==> src/rtl/core/assert_macros.svh <==
// Assertion macros for the RTL files.
`ifndef ASSERT_MACROS_SVH
`define ASSERT_MACROS_SVH

// Concurrent assertion that is checked only while reset is released.
`define ASSERT_RST(label, clk, rst_n, prop, msg) \
    label: assert property (@(posedge clk) disable iff (!rst_n) prop) else $error(msg);

// Concurrent assertion that is checked at every clock edge, reset included.
`define ASSERT_ALWAYS(label, clk, prop, msg) \
    label: assert property (@(posedge clk) prop) else $error(msg);

`endif

==> src/rtl/core/kspm_pkg.sv <==
package kspm_pkg;

    // Field widths.
    localparam int unsigned VoltW = 12;
    localparam int unsigned StepW = 8;
    localparam int unsigned FreqW = 7;
    localparam int unsigned ScrW  = 2;

    // Configuration port.
    localparam int unsigned CfgIdxW  = 3;
    localparam int unsigned CfgDataW = 12;

    // Configuration register indexes.
    localparam logic [CfgIdxW-1:0] RegVoltMin    = 3'd0;
    localparam logic [CfgIdxW-1:0] RegVoltMax    = 3'd1;
    localparam logic [CfgIdxW-1:0] RegFineStep   = 3'd2;
    localparam logic [CfgIdxW-1:0] RegCoarseStep = 3'd3;
    localparam logic [CfgIdxW-1:0] RegFreqMin    = 3'd4;
    localparam logic [CfgIdxW-1:0] RegFreqMax    = 3'd5;

    // Reset values of the configuration registers.
    localparam logic [VoltW-1:0] VoltMinRst    = 12'd2000;
    localparam logic [VoltW-1:0] VoltMaxRst    = 12'd3600;
    localparam logic [StepW-1:0] FineStepRst   = 8'd2;
    localparam logic [StepW-1:0] CoarseStepRst = 8'd5;
    localparam logic [FreqW-1:0] FreqMinRst    = 7'd20;
    localparam logic [FreqW-1:0] FreqMaxRst    = 7'd100;

    // Reset values of the operating state.
    localparam logic [VoltW-1:0] SetpointRst  = 12'd3200;
    localparam logic [FreqW-1:0] FrequencyRst = 7'd50;

endpackage

==> src/rtl/core/keypad_setpoint_menu_controller.sv <==
// Channel   Direction  Handshake         Payload
// keys      in         i_valid/o_stall   i_key_up, i_key_down, i_key_ok, i_key_back
// result    out        o_valid/i_stall   o_screen, o_voltage_setpoint, o_frequency,
//                                        o_start_run, o_stop_run, o_freq_changed, o_redraw
// config    in         i_cfg_we          i_cfg_idx, i_cfg_data
//
// One item per cycle while the output is not stalled: an item is worked on in the cycle it is accepted and its
// result appears in the output register on the next cycle.
// The menu state and the setpoint and frequency registers update in that same edge.
// The input side stalls only while the output register is full and stalled.
// Reset is synchronous and active low; it restores all registers to their defaults.
`include "assert_macros.svh"

module keypad_setpoint_menu_controller (
    input  logic                            i_clk,
    input  logic                            i_rst_n,
    // Configuration writes
    input  logic                            i_cfg_we,
    input  logic [kspm_pkg::CfgIdxW-1:0]    i_cfg_idx,
    input  logic [kspm_pkg::CfgDataW-1:0]   i_cfg_data,
    // Key item
    input  logic                            i_valid,
    output logic                            o_stall,
    input  logic                            i_key_up,
    input  logic                            i_key_down,
    input  logic                            i_key_ok,
    input  logic                            i_key_back,
    // Result item
    output logic                            o_valid,
    input  logic                            i_stall,
    output logic [kspm_pkg::ScrW-1:0]       o_screen,
    output logic [kspm_pkg::VoltW-1:0]      o_voltage_setpoint,
    output logic [kspm_pkg::FreqW-1:0]      o_frequency,
    output logic                            o_start_run,
    output logic                            o_stop_run,
    output logic                            o_freq_changed,
    output logic                            o_redraw
);
    import kspm_pkg::*;

    typedef enum logic [ScrW-1:0] {
        SCR_START   = 2'd0,
        SCR_FSET    = 2'd1,
        SCR_MEASURE = 2'd2,
        SCR_VSET    = 2'd3
    } t_screen;

    // Configuration registers
    logic [VoltW-1:0] r_volt_min;
    logic [VoltW-1:0] r_volt_max;
    logic [StepW-1:0] r_fine_step;
    logic [StepW-1:0] r_coarse_step;
    logic [FreqW-1:0] r_freq_min;
    logic [FreqW-1:0] r_freq_max;

    // Operating state
    t_screen          r_screen;
    t_screen          n_screen;
    logic [VoltW-1:0] r_setpoint;
    logic [VoltW-1:0] n_setpoint;
    logic [FreqW-1:0] r_frequency;
    logic [FreqW-1:0] n_frequency;

    // Result register
    logic             r_out_valid;
    logic             r_start;
    logic             n_start;
    logic             r_stop;
    logic             n_stop;
    logic             r_fchg;
    logic             n_fchg;
    logic             r_redraw;
    logic             n_redraw;

    logic             accept;
    logic             volt_screen;
    logic [StepW-1:0] step;
    logic [VoltW:0]   up_sum;
    logic [VoltW-1:0] sp_after_up;
    logic [VoltW-1:0] down_diff;
    logic             down_under;
    logic [VoltW-1:0] sp_after_down;
    logic             f_up_ok;
    logic [FreqW-1:0] f_after_up;
    logic             f_down_ok;
    logic [FreqW-1:0] f_after_down;

    // Handshake: the output register frees up when its item is taken.
    assign o_stall = r_out_valid & i_stall;
    assign accept  = i_valid & ~o_stall;

    // Setpoint path: clamped up step, then clamped down step.
    always_comb begin
        volt_screen = (r_screen == SCR_START) || (r_screen == SCR_VSET);
        step        = (r_screen == SCR_START) ? r_fine_step : r_coarse_step;

        up_sum = {1'b0, r_setpoint} + {{(VoltW + 1 - StepW){1'b0}}, step};
        if (i_key_up) begin
            sp_after_up = (up_sum > {1'b0, r_volt_max}) ? r_volt_max : up_sum[VoltW-1:0];
        end else begin
            sp_after_up = r_setpoint;
        end

        down_under = sp_after_up < {{(VoltW - StepW){1'b0}}, step};
        down_diff  = sp_after_up - {{(VoltW - StepW){1'b0}}, step};
        if (i_key_down) begin
            sp_after_down = (down_under || (down_diff < r_volt_min)) ? r_volt_min : down_diff;
        end else begin
            sp_after_down = sp_after_up;
        end
    end

    // Frequency path: step by one inside the limits.
    always_comb begin
        f_up_ok      = i_key_up && (r_frequency < r_freq_max);
        f_after_up   = f_up_ok ? (r_frequency + 1'b1) : r_frequency;
        f_down_ok    = i_key_down && (f_after_up > r_freq_min);
        f_after_down = f_down_ok ? (f_after_up - 1'b1) : f_after_up;
    end

    // Next state and result flags for one item.
    always_comb begin
        n_setpoint  = r_setpoint;
        n_frequency = r_frequency;
        n_screen    = r_screen;
        n_start     = 1'b0;
        n_stop      = 1'b0;
        n_fchg      = 1'b0;
        n_redraw    = 1'b0;

        if (volt_screen) begin
            n_setpoint = sp_after_down;
            n_redraw   = i_key_up | i_key_down;
        end else begin
            n_frequency = f_after_down;
            n_fchg      = f_up_ok | f_down_ok;
            n_redraw    = f_up_ok | f_down_ok;
        end

        // Ok moves forward through the menu.
        if (i_key_ok) begin
            n_redraw = 1'b1;
            unique case (r_screen)
                SCR_START:   n_screen = SCR_FSET;
                SCR_FSET: begin
                    n_screen = SCR_MEASURE;
                    n_start  = 1'b1;
                end
                SCR_MEASURE: n_screen = SCR_VSET;
                SCR_VSET:    n_screen = SCR_MEASURE;
                default:     n_screen = SCR_START;
            endcase
        end

        // Back acts after ok and decides the final screen.
        if (i_key_back) begin
            n_redraw = 1'b1;
            unique case (r_screen)
                SCR_START, SCR_FSET: n_screen = SCR_START;
                SCR_MEASURE, SCR_VSET: begin
                    n_screen = SCR_FSET;
                    n_stop   = 1'b1;
                end
                default: n_screen = SCR_START;
            endcase
        end
    end

    // Configuration registers.
    always_ff @(posedge i_clk) begin
        if (!i_rst_n) begin
            r_volt_min    <= VoltMinRst;
            r_volt_max    <= VoltMaxRst;
            r_fine_step   <= FineStepRst;
            r_coarse_step <= CoarseStepRst;
            r_freq_min    <= FreqMinRst;
            r_freq_max    <= FreqMaxRst;
        end else if (i_cfg_we) begin
            unique case (i_cfg_idx)
                RegVoltMin:    r_volt_min    <= i_cfg_data[VoltW-1:0];
                RegVoltMax:    r_volt_max    <= i_cfg_data[VoltW-1:0];
                RegFineStep:   r_fine_step   <= i_cfg_data[StepW-1:0];
                RegCoarseStep: r_coarse_step <= i_cfg_data[StepW-1:0];
                RegFreqMin:    r_freq_min    <= i_cfg_data[FreqW-1:0];
                RegFreqMax:    r_freq_max    <= i_cfg_data[FreqW-1:0];
                default: ;
            endcase
        end
    end

    // Menu state, setpoint, frequency and the result register.
    always_ff @(posedge i_clk) begin
        if (!i_rst_n) begin
            r_screen    <= SCR_START;
            r_setpoint  <= SetpointRst;
            r_frequency <= FrequencyRst;
            r_out_valid <= 1'b0;
            r_start     <= 1'b0;
            r_stop      <= 1'b0;
            r_fchg      <= 1'b0;
            r_redraw    <= 1'b0;
        end else begin
            if (accept) begin
                r_screen    <= n_screen;
                r_setpoint  <= n_setpoint;
                r_frequency <= n_frequency;
                r_start     <= n_start;
                r_stop      <= n_stop;
                r_fchg      <= n_fchg;
                r_redraw    <= n_redraw;
                r_out_valid <= 1'b1;
            end else if (!i_stall) begin
                r_out_valid <= 1'b0;
            end
        end
    end

    // The result fields come straight from the state and flag registers.
    assign o_valid            = r_out_valid;
    assign o_screen           = r_screen;
    assign o_voltage_setpoint = r_setpoint;
    assign o_frequency        = r_frequency;
    assign o_start_run        = r_start;
    assign o_stop_run         = r_stop;
    assign o_freq_changed     = r_fchg;
    assign o_redraw           = r_redraw;

    // A stop pulse always leaves the menu on the frequency set screen.
    `ASSERT_RST(a_stop_screen, i_clk, i_rst_n, (o_valid && o_stop_run) |-> (r_screen == SCR_FSET), "stop_run without frequency set screen")

    // A start pulse lands on the measure screen unless back overrode it.
    `ASSERT_RST(a_start_screen, i_clk, i_rst_n, (o_valid && o_start_run) |-> ((r_screen == SCR_MEASURE) || (r_screen == SCR_START)), "start_run on an unexpected screen")

    // A frequency step always asks for a redraw.
    `ASSERT_RST(a_fchg_redraw, i_clk, i_rst_n, (o_valid && o_freq_changed) |-> o_redraw, "freq_changed without redraw")

    // The setpoint and frequency move only when an item is accepted.
    `ASSERT_RST(a_state_hold, i_clk, i_rst_n, !accept |=> ($stable(r_setpoint) && $stable(r_frequency)), "state changed without an item")

    // The input side is stalled only while a result is waiting.
    `ASSERT_ALWAYS(a_stall_full, i_clk, o_stall |-> r_out_valid, "stall with an empty output register")

endmodule
==> config.mk <==
export PLATFORM = sky130hd
export DESIGN_NAME = keypad_setpoint_menu_controller
export DESIGN_NICKNAME = d
export VERILOG_FILES = /design/src/rtl/core/kspm_pkg.sv /design/src/rtl/core/keypad_setpoint_menu_controller.sv
export VERILOG_INCLUDE_DIRS = /design/src /design/src/rtl/core
export SDC_FILE = /design/constraint.sdc
export NUM_CORES = 1
export LEC_CHECK = 0
export CAP_MARGIN = 10
export CORE_ASPECT_RATIO = 0.6
export CORE_MARGIN = 5
export CORE_UTILIZATION = 40
export CTS_CLUSTER_DIAMETER = 50
export DETAILED_ROUTE_END_ITERATION = 8
export DONT_BUFFER_PORTS = 1
export GPL_TIMING_DRIVEN = 0
export PLACE_DENSITY = 0.52
export SETUP_SLACK_MARGIN = 0.3
export SYNTH_ARGS = -nofsm -noshare
export SYNTH_HDL_FRONTEND = slang
export SYNTH_SLANG_ARGS = --single-unit
==> constraint.sdc <==
create_clock -name i_clk -period 9.5 [get_ports i_clk]
set_input_delay 1.9 -clock i_clk [delete_from_list [all_inputs] [get_ports i_clk]]
set_output_delay 1.9 -clock i_clk [all_outputs]
set_load 0.02 [all_outputs]
# == Word level (Yosys, flattened, before mapping) ==
# Index checks and enable logic that the tools add are counted.
# classes
muxes,21
magnitude_cmp,5
addsub,4
bitwise_logic,6
n_eq_ne,9
reduce_logical,19
# op_table
cell,n
two-way mux 12 bit,4
AND reduction 2 bit,9
two-way mux 7 bit,2
adder 12 x 8 -> 13 bit,1
> comparator 13 x 12 -> 1 bit,1
less-than comparator 12 bit,1
less-than comparator 12 x 8 -> 1 bit,1
subtractor 12 x 8 -> 12 bit,1
two-way mux 1 bit,10
two-way mux 8 bit,1
"adder 7 x 1 -> 7 bit, second input constant",1
> comparator 7 bit,1
less-than comparator 7 bit,1
"subtractor 7 x 1 -> 7 bit, second input constant",1
"== test 3 x 2 -> 1 bit, second input constant",2
"== test 3 bit, second input constant",2
one-hot mux 2 bit (3 select lines),1
OR reduction 2 bit,3
"== test 2 bit, second input constant",2
two-way mux 2 bit,2
one-hot mux 2 bit (2 select lines),1
"== test 3 x 1 -> 1 bit, second input constant",1
logical NOT 3 bit,1
bitwise AND 1 bit,2
8 further kinds,12
# totals
register_bits,80
elab_cells,78
inputBits,24
output_inout_bits,27

# == Depth between registers and ports, before layout ==
# logic_depth
ltp_word,11
mapped_depth,41
depth_no_buf,39

# == Least setup slack after synthesis ==
# No wires, ideal clock.
# synth_path
kind,register to register
startpoint,"register r_screen[0], in the netlist o_screen[0]"
endpoint,"register r_setpoint[10], in the netlist o_voltage_setpoint[10]"
setup_slack_ns,0.582
stages_incl_launch_ff,42
path_buffers,3
arrival_time_ns,8.797
setup_ns,0.122
required_time_ns,9.378
period_less_slack_ns,8.918
cell_sequence,dfxtp_1 -> inv_1 -> ha_1 -> clkbuf_1 -> mux2_2 -> ha_1 -> fa_1 -> a211o_1 -> a2111oi_4 -> o21bai_4 -> nor2_1 -> xor2_1 -> ha_1 -> a21o_1 -> a21oi_1 -> o211ai_1 -> o21ai_0 -> nand2_1 -> [6 not listed] -> fa_1 -> a21o_1 -> a21oi_1 -> nor2b_1 -> o21a_1 -> o41a_1 -> or2_4 -> nor2_2 -> xor2_1 -> ha_1 -> a21o_1 -> a21oi_1 -> or4b_2 -> nand2_1 -> a31o_2 -> buf_6 -> nand3_1 -> a221o_1
# synth_between
elab_chain_len,11
elab_cells_between_ends,15
classes_between,add/sub (2); order compare (3); eq/ne (1); mux (5); reduce/logical (4)
# synth_rtl
item,line,rtl
"start, declared",keypad_setpoint_menu_controller.sv:57,t_screen r_screen;
"start signal, assigned",keypad_setpoint_menu_controller.sv:204,r_screen <= n_screen;
logical NOT 2 bit,"keypad_setpoint_menu_controller.sv:94, keypad_setpoint_menu_controller.sv:95",
two-way mux 8 bit,keypad_setpoint_menu_controller.sv:95,step = (r_screen == SCR_START) ? r_fine_step : r_coarse_step;
adder 12 x 8 -> 13 bit,keypad_setpoint_menu_controller.sv:97,"up_sum = {1'b0, r_setpoint} + {{(VoltW + 1 - StepW){1'b0}}, step};"
> comparator 13 x 12 -> 1 bit,keypad_setpoint_menu_controller.sv:99,"sp_after_up = (up_sum > {1'b0, r_volt_max}) ? r_volt_max : up_sum[VoltW-1:0];"
two-way mux 12 bit,keypad_setpoint_menu_controller.sv:99,
two-way mux 12 bit,keypad_setpoint_menu_controller.sv:98,if (i_key_up) begin
subtractor 12 x 8 -> 12 bit,keypad_setpoint_menu_controller.sv:105,"down_diff = sp_after_up - {{(VoltW - StepW){1'b0}}, step};"
less-than comparator 12 bit,keypad_setpoint_menu_controller.sv:107,sp_after_down = (down_under || (down_diff < r_volt_min)) ? r_volt_min : down_diff;
logical OR 1 bit,keypad_setpoint_menu_controller.sv:107,
two-way mux 12 bit,keypad_setpoint_menu_controller.sv:107,
two-way mux 12 bit,keypad_setpoint_menu_controller.sv:106,if (i_key_down) begin
"end signal, assigned",keypad_setpoint_menu_controller.sv:195,r_setpoint <= SetpointRst;
"end signal, assigned",keypad_setpoint_menu_controller.sv:205,r_setpoint <= n_setpoint;
"end, declared",keypad_setpoint_menu_controller.sv:59,logic [VoltW-1:0] r_setpoint;
# Several ways; a longest one is shown, not always the timed one.
# A chain may end at the register's enable or synchronous reset.

# == Final worst setup path ==
# Same ends and word-level chain as after synthesis.

==> results.toml <==
[global_route]
grt_use_total_pct = 22.13
grt_remaining_overflow = 0
grt_pass1_vias = 5004
grt_pass1_wl_um = 28460
grt_start_max_net_pins = 13
antenna_found_initial = 0

[setup_path]
arrival_ns = 9.07
end_kind = "flip-flop"
cp.required_ns = 9.73
cp-start-kind = "flip-flop"
path_class = "flip-flop to flip-flop"
slowest_stage = "or4b_4"
cp_max_fo = 10
slowest_delay_ns = 0.51

[synth]
ys_types = 66
synth_nets = 802
synth_seq_cells = 80
async_flop_share_pct = 0
syn_area_um2 = 5704
yosysWarnings = 0
yosys.area_share.simple_pct = 19.13
synth-xor-area-share_pct = 4.453
synth_edf_count = 0
syn_avg_cell_area_um2 = 7.967
synthMuxAreaShare_pct = 6.010
synth_compound_area_share_pct = 22.77
synth_adder_area_share_pct = 13.86
synthCells = 716
synth_top_family_by_area = "compound AO/OA/AOI/OAI gates"
seq_area_frac_synth_pct = 28.08
synthFlopType = "dfxtp_1"

[timing]
hold_violations = 0
setup_viol = 0
fin_crit_ns = 8.844
relSlewSlack_pct = 26.26
tns_ns = 0
slew_viol_final = 0
worstMarginPinSlew_ns = 1.098
finalCritPeriodShare_pct = 93.10
rsz0062_at_grt = "no"
skew_ns = 0.006094
fmax_mhz = 113.1
timing.hold.ws_ns = 0.4556

[routing]
ant_nets = 0
vias = 5357
wl_per_cell_um = 19.20
routed_wl_um = 18200
dr.pass1.iters = 5
drcViolationCount = 0
drtIter0Drc = 518
vias_per_cell = 5.651

[clocking]
worstSkewPairLatency_ns = 0.34
numCtsBuffers = 9
hold_buffers = 0
clock-sinks = 80
clock_path_buffers = 2
htreeDepth = 3
cts_tree = "done"
path_clk_slew_ns = 0.06
root_buffer = "clkbuf_16"

[die]
num_rows = 33
initial_utilization_pct = 41.24
die_h_um = 102.5
pin_count = 51
coreArea_um2 = 13830
dieArea_um2 = 16830
die_w_um = 164.2

[cells_and_area]
area_delta_synth_final_pct = 15.29
final_cells = 948
finish.utilization_pct = 47.54
layout_commonest_cell = "nand2_1"
final_nets = 838
layout_common_cells = "nand2_1, dfxtp_1, a21oi_1, ha_1, inv_1"
insertedDiodeCount = 0
drive_gt1_share_pct = 12.17

[power_and_ir_drop]
peakVddDrop_mv = 0.08696
finalPower_mw = 1.276
cellLeakagePower_nw = 2.700
powerDensity_nw_per_um2 = 194.1

[placed_design]
dp.cells = 908
gp_congestion = 0.8766
io_buffer_count = 0
dp.final_hpwl_um = 14190

[status]
outcome = "complete, no violations"

[worst_hold_path]
hold_class = "flip-flop to flip-flop"

[job]
maxCapViolations = 0
-- path summary, 6_finish.rpt --
kind                                         endpoint  depth (start not counted)  slack, ns                         from
setup / recovery  o_voltage_setpoint[10]$_SDFFE_PN1P_                         41       0.66     o_screen[0]$_SDFFE_PN0P_
setup reg to reg  o_voltage_setpoint[10]$_SDFFE_PN1P_                         41       0.66     o_screen[0]$_SDFFE_PN0P_
hold / removal            r_fine_step[7]$_SDFFE_PN0P_                          2       0.46  r_fine_step[7]$_SDFFE_PN0P_
hold reg to reg           r_fine_step[7]$_SDFFE_PN0P_                          2       0.46  r_fine_step[7]$_SDFFE_PN0P_
-- metrics by stage --
stage	setup WS, ns	area [um2]
global placement	-0.9416	5944
global route	0.2383	6576
floorplan	0.5816	5704
detailed placement	-0.9773	5944
CTS	0.3780	6471
finish	0.6556	6576
-- area by class of cell --
cell class / count / area, um2
repair buffers: 25 / 187.7
inverters: 56 / 210.2
fillers: 1356 / 7256
clock buffers: 12 / 256.5
plain buffers: 28 / 142.6
multi-input cells: 552 / 3865
flip-flops and latches: 80 / 1609
clock inverters: 3 / 65.06
well taps: 192 / 240.2
-- cells by family after synthesis --
group                      Yosys count
buffers and inverters               84
AOI/OAI and AO/OA                  193
xor gates and xnor gates            29
adders and majority gates           62
and+or+nand+nor                    235
muxes                               33
DFF                                 80
-- critical path, delay by kind of cell (launching register included) --
kind	cells	cell delay (ns)
buffers and inverters	5	0.59
AO/OA/AOI/OAI	17	3.65
adder cells (fa/ha/maj)	7	2.00
flip-flops	1	0.42
AND/OR/NAND/NOR	9	1.44
multiplexers	1	0.33
XOR/XNOR	2	0.30
-- registers in the layout, summed over array words and instances (netlist names), 2 cells and up --
name	cells
o_frequency	7
r_fine_step	8
o_screen	2
o_voltage_setpoint	12
r_freq_min	7
r_volt_max	12
r_coarse_step	8
r_freq_max	7
r_volt_min	12
-- per-layer routing --
layer	GRT usage [%]	part of all wire, %
met1	34.47	52
met2	29.69	38
met3	6.952	8.9
met4	3.737	0.81
met5	0	0
-- Yosys cell counts (11+ instances only) --
cell type | n | area, um2
nand3_1 | 21 | 105.1
nand2_1 | 115 | 431.7
xor2_1 | 11 | 96.34
o21a_1 | 11 | 82.58
o21ai_0 | 35 | 175.2
clkbuf_1 | 21 | 78.83
a21oi_1 | 67 | 335.3
o211ai_1 | 20 | 150.1
nor2_1 | 35 | 131.4
xnor2_1 | 18 | 157.7
ha_1 | 60 | 750.7
inv_1 | 56 | 210.2
mux2i_1 | 23 | 230.2
dfxtp_1 | 80 | 1602
-- where the power goes --
group          internal [mW]  switching (mW)
registers              0.352          0.0343
logic                  0.228           0.282
clock network          0.243           0.137
total                  0.822           0.454
-- timing repair --
item | 4_1_cts | 5_1_grt
pin swaps | 7 | 13
buffers inserted | 19 | 6
endpoints found under the setup margin | 12 | 12
resized for setup | 20 | 18
Note: power is estimated with default switching activity, not from simulation.
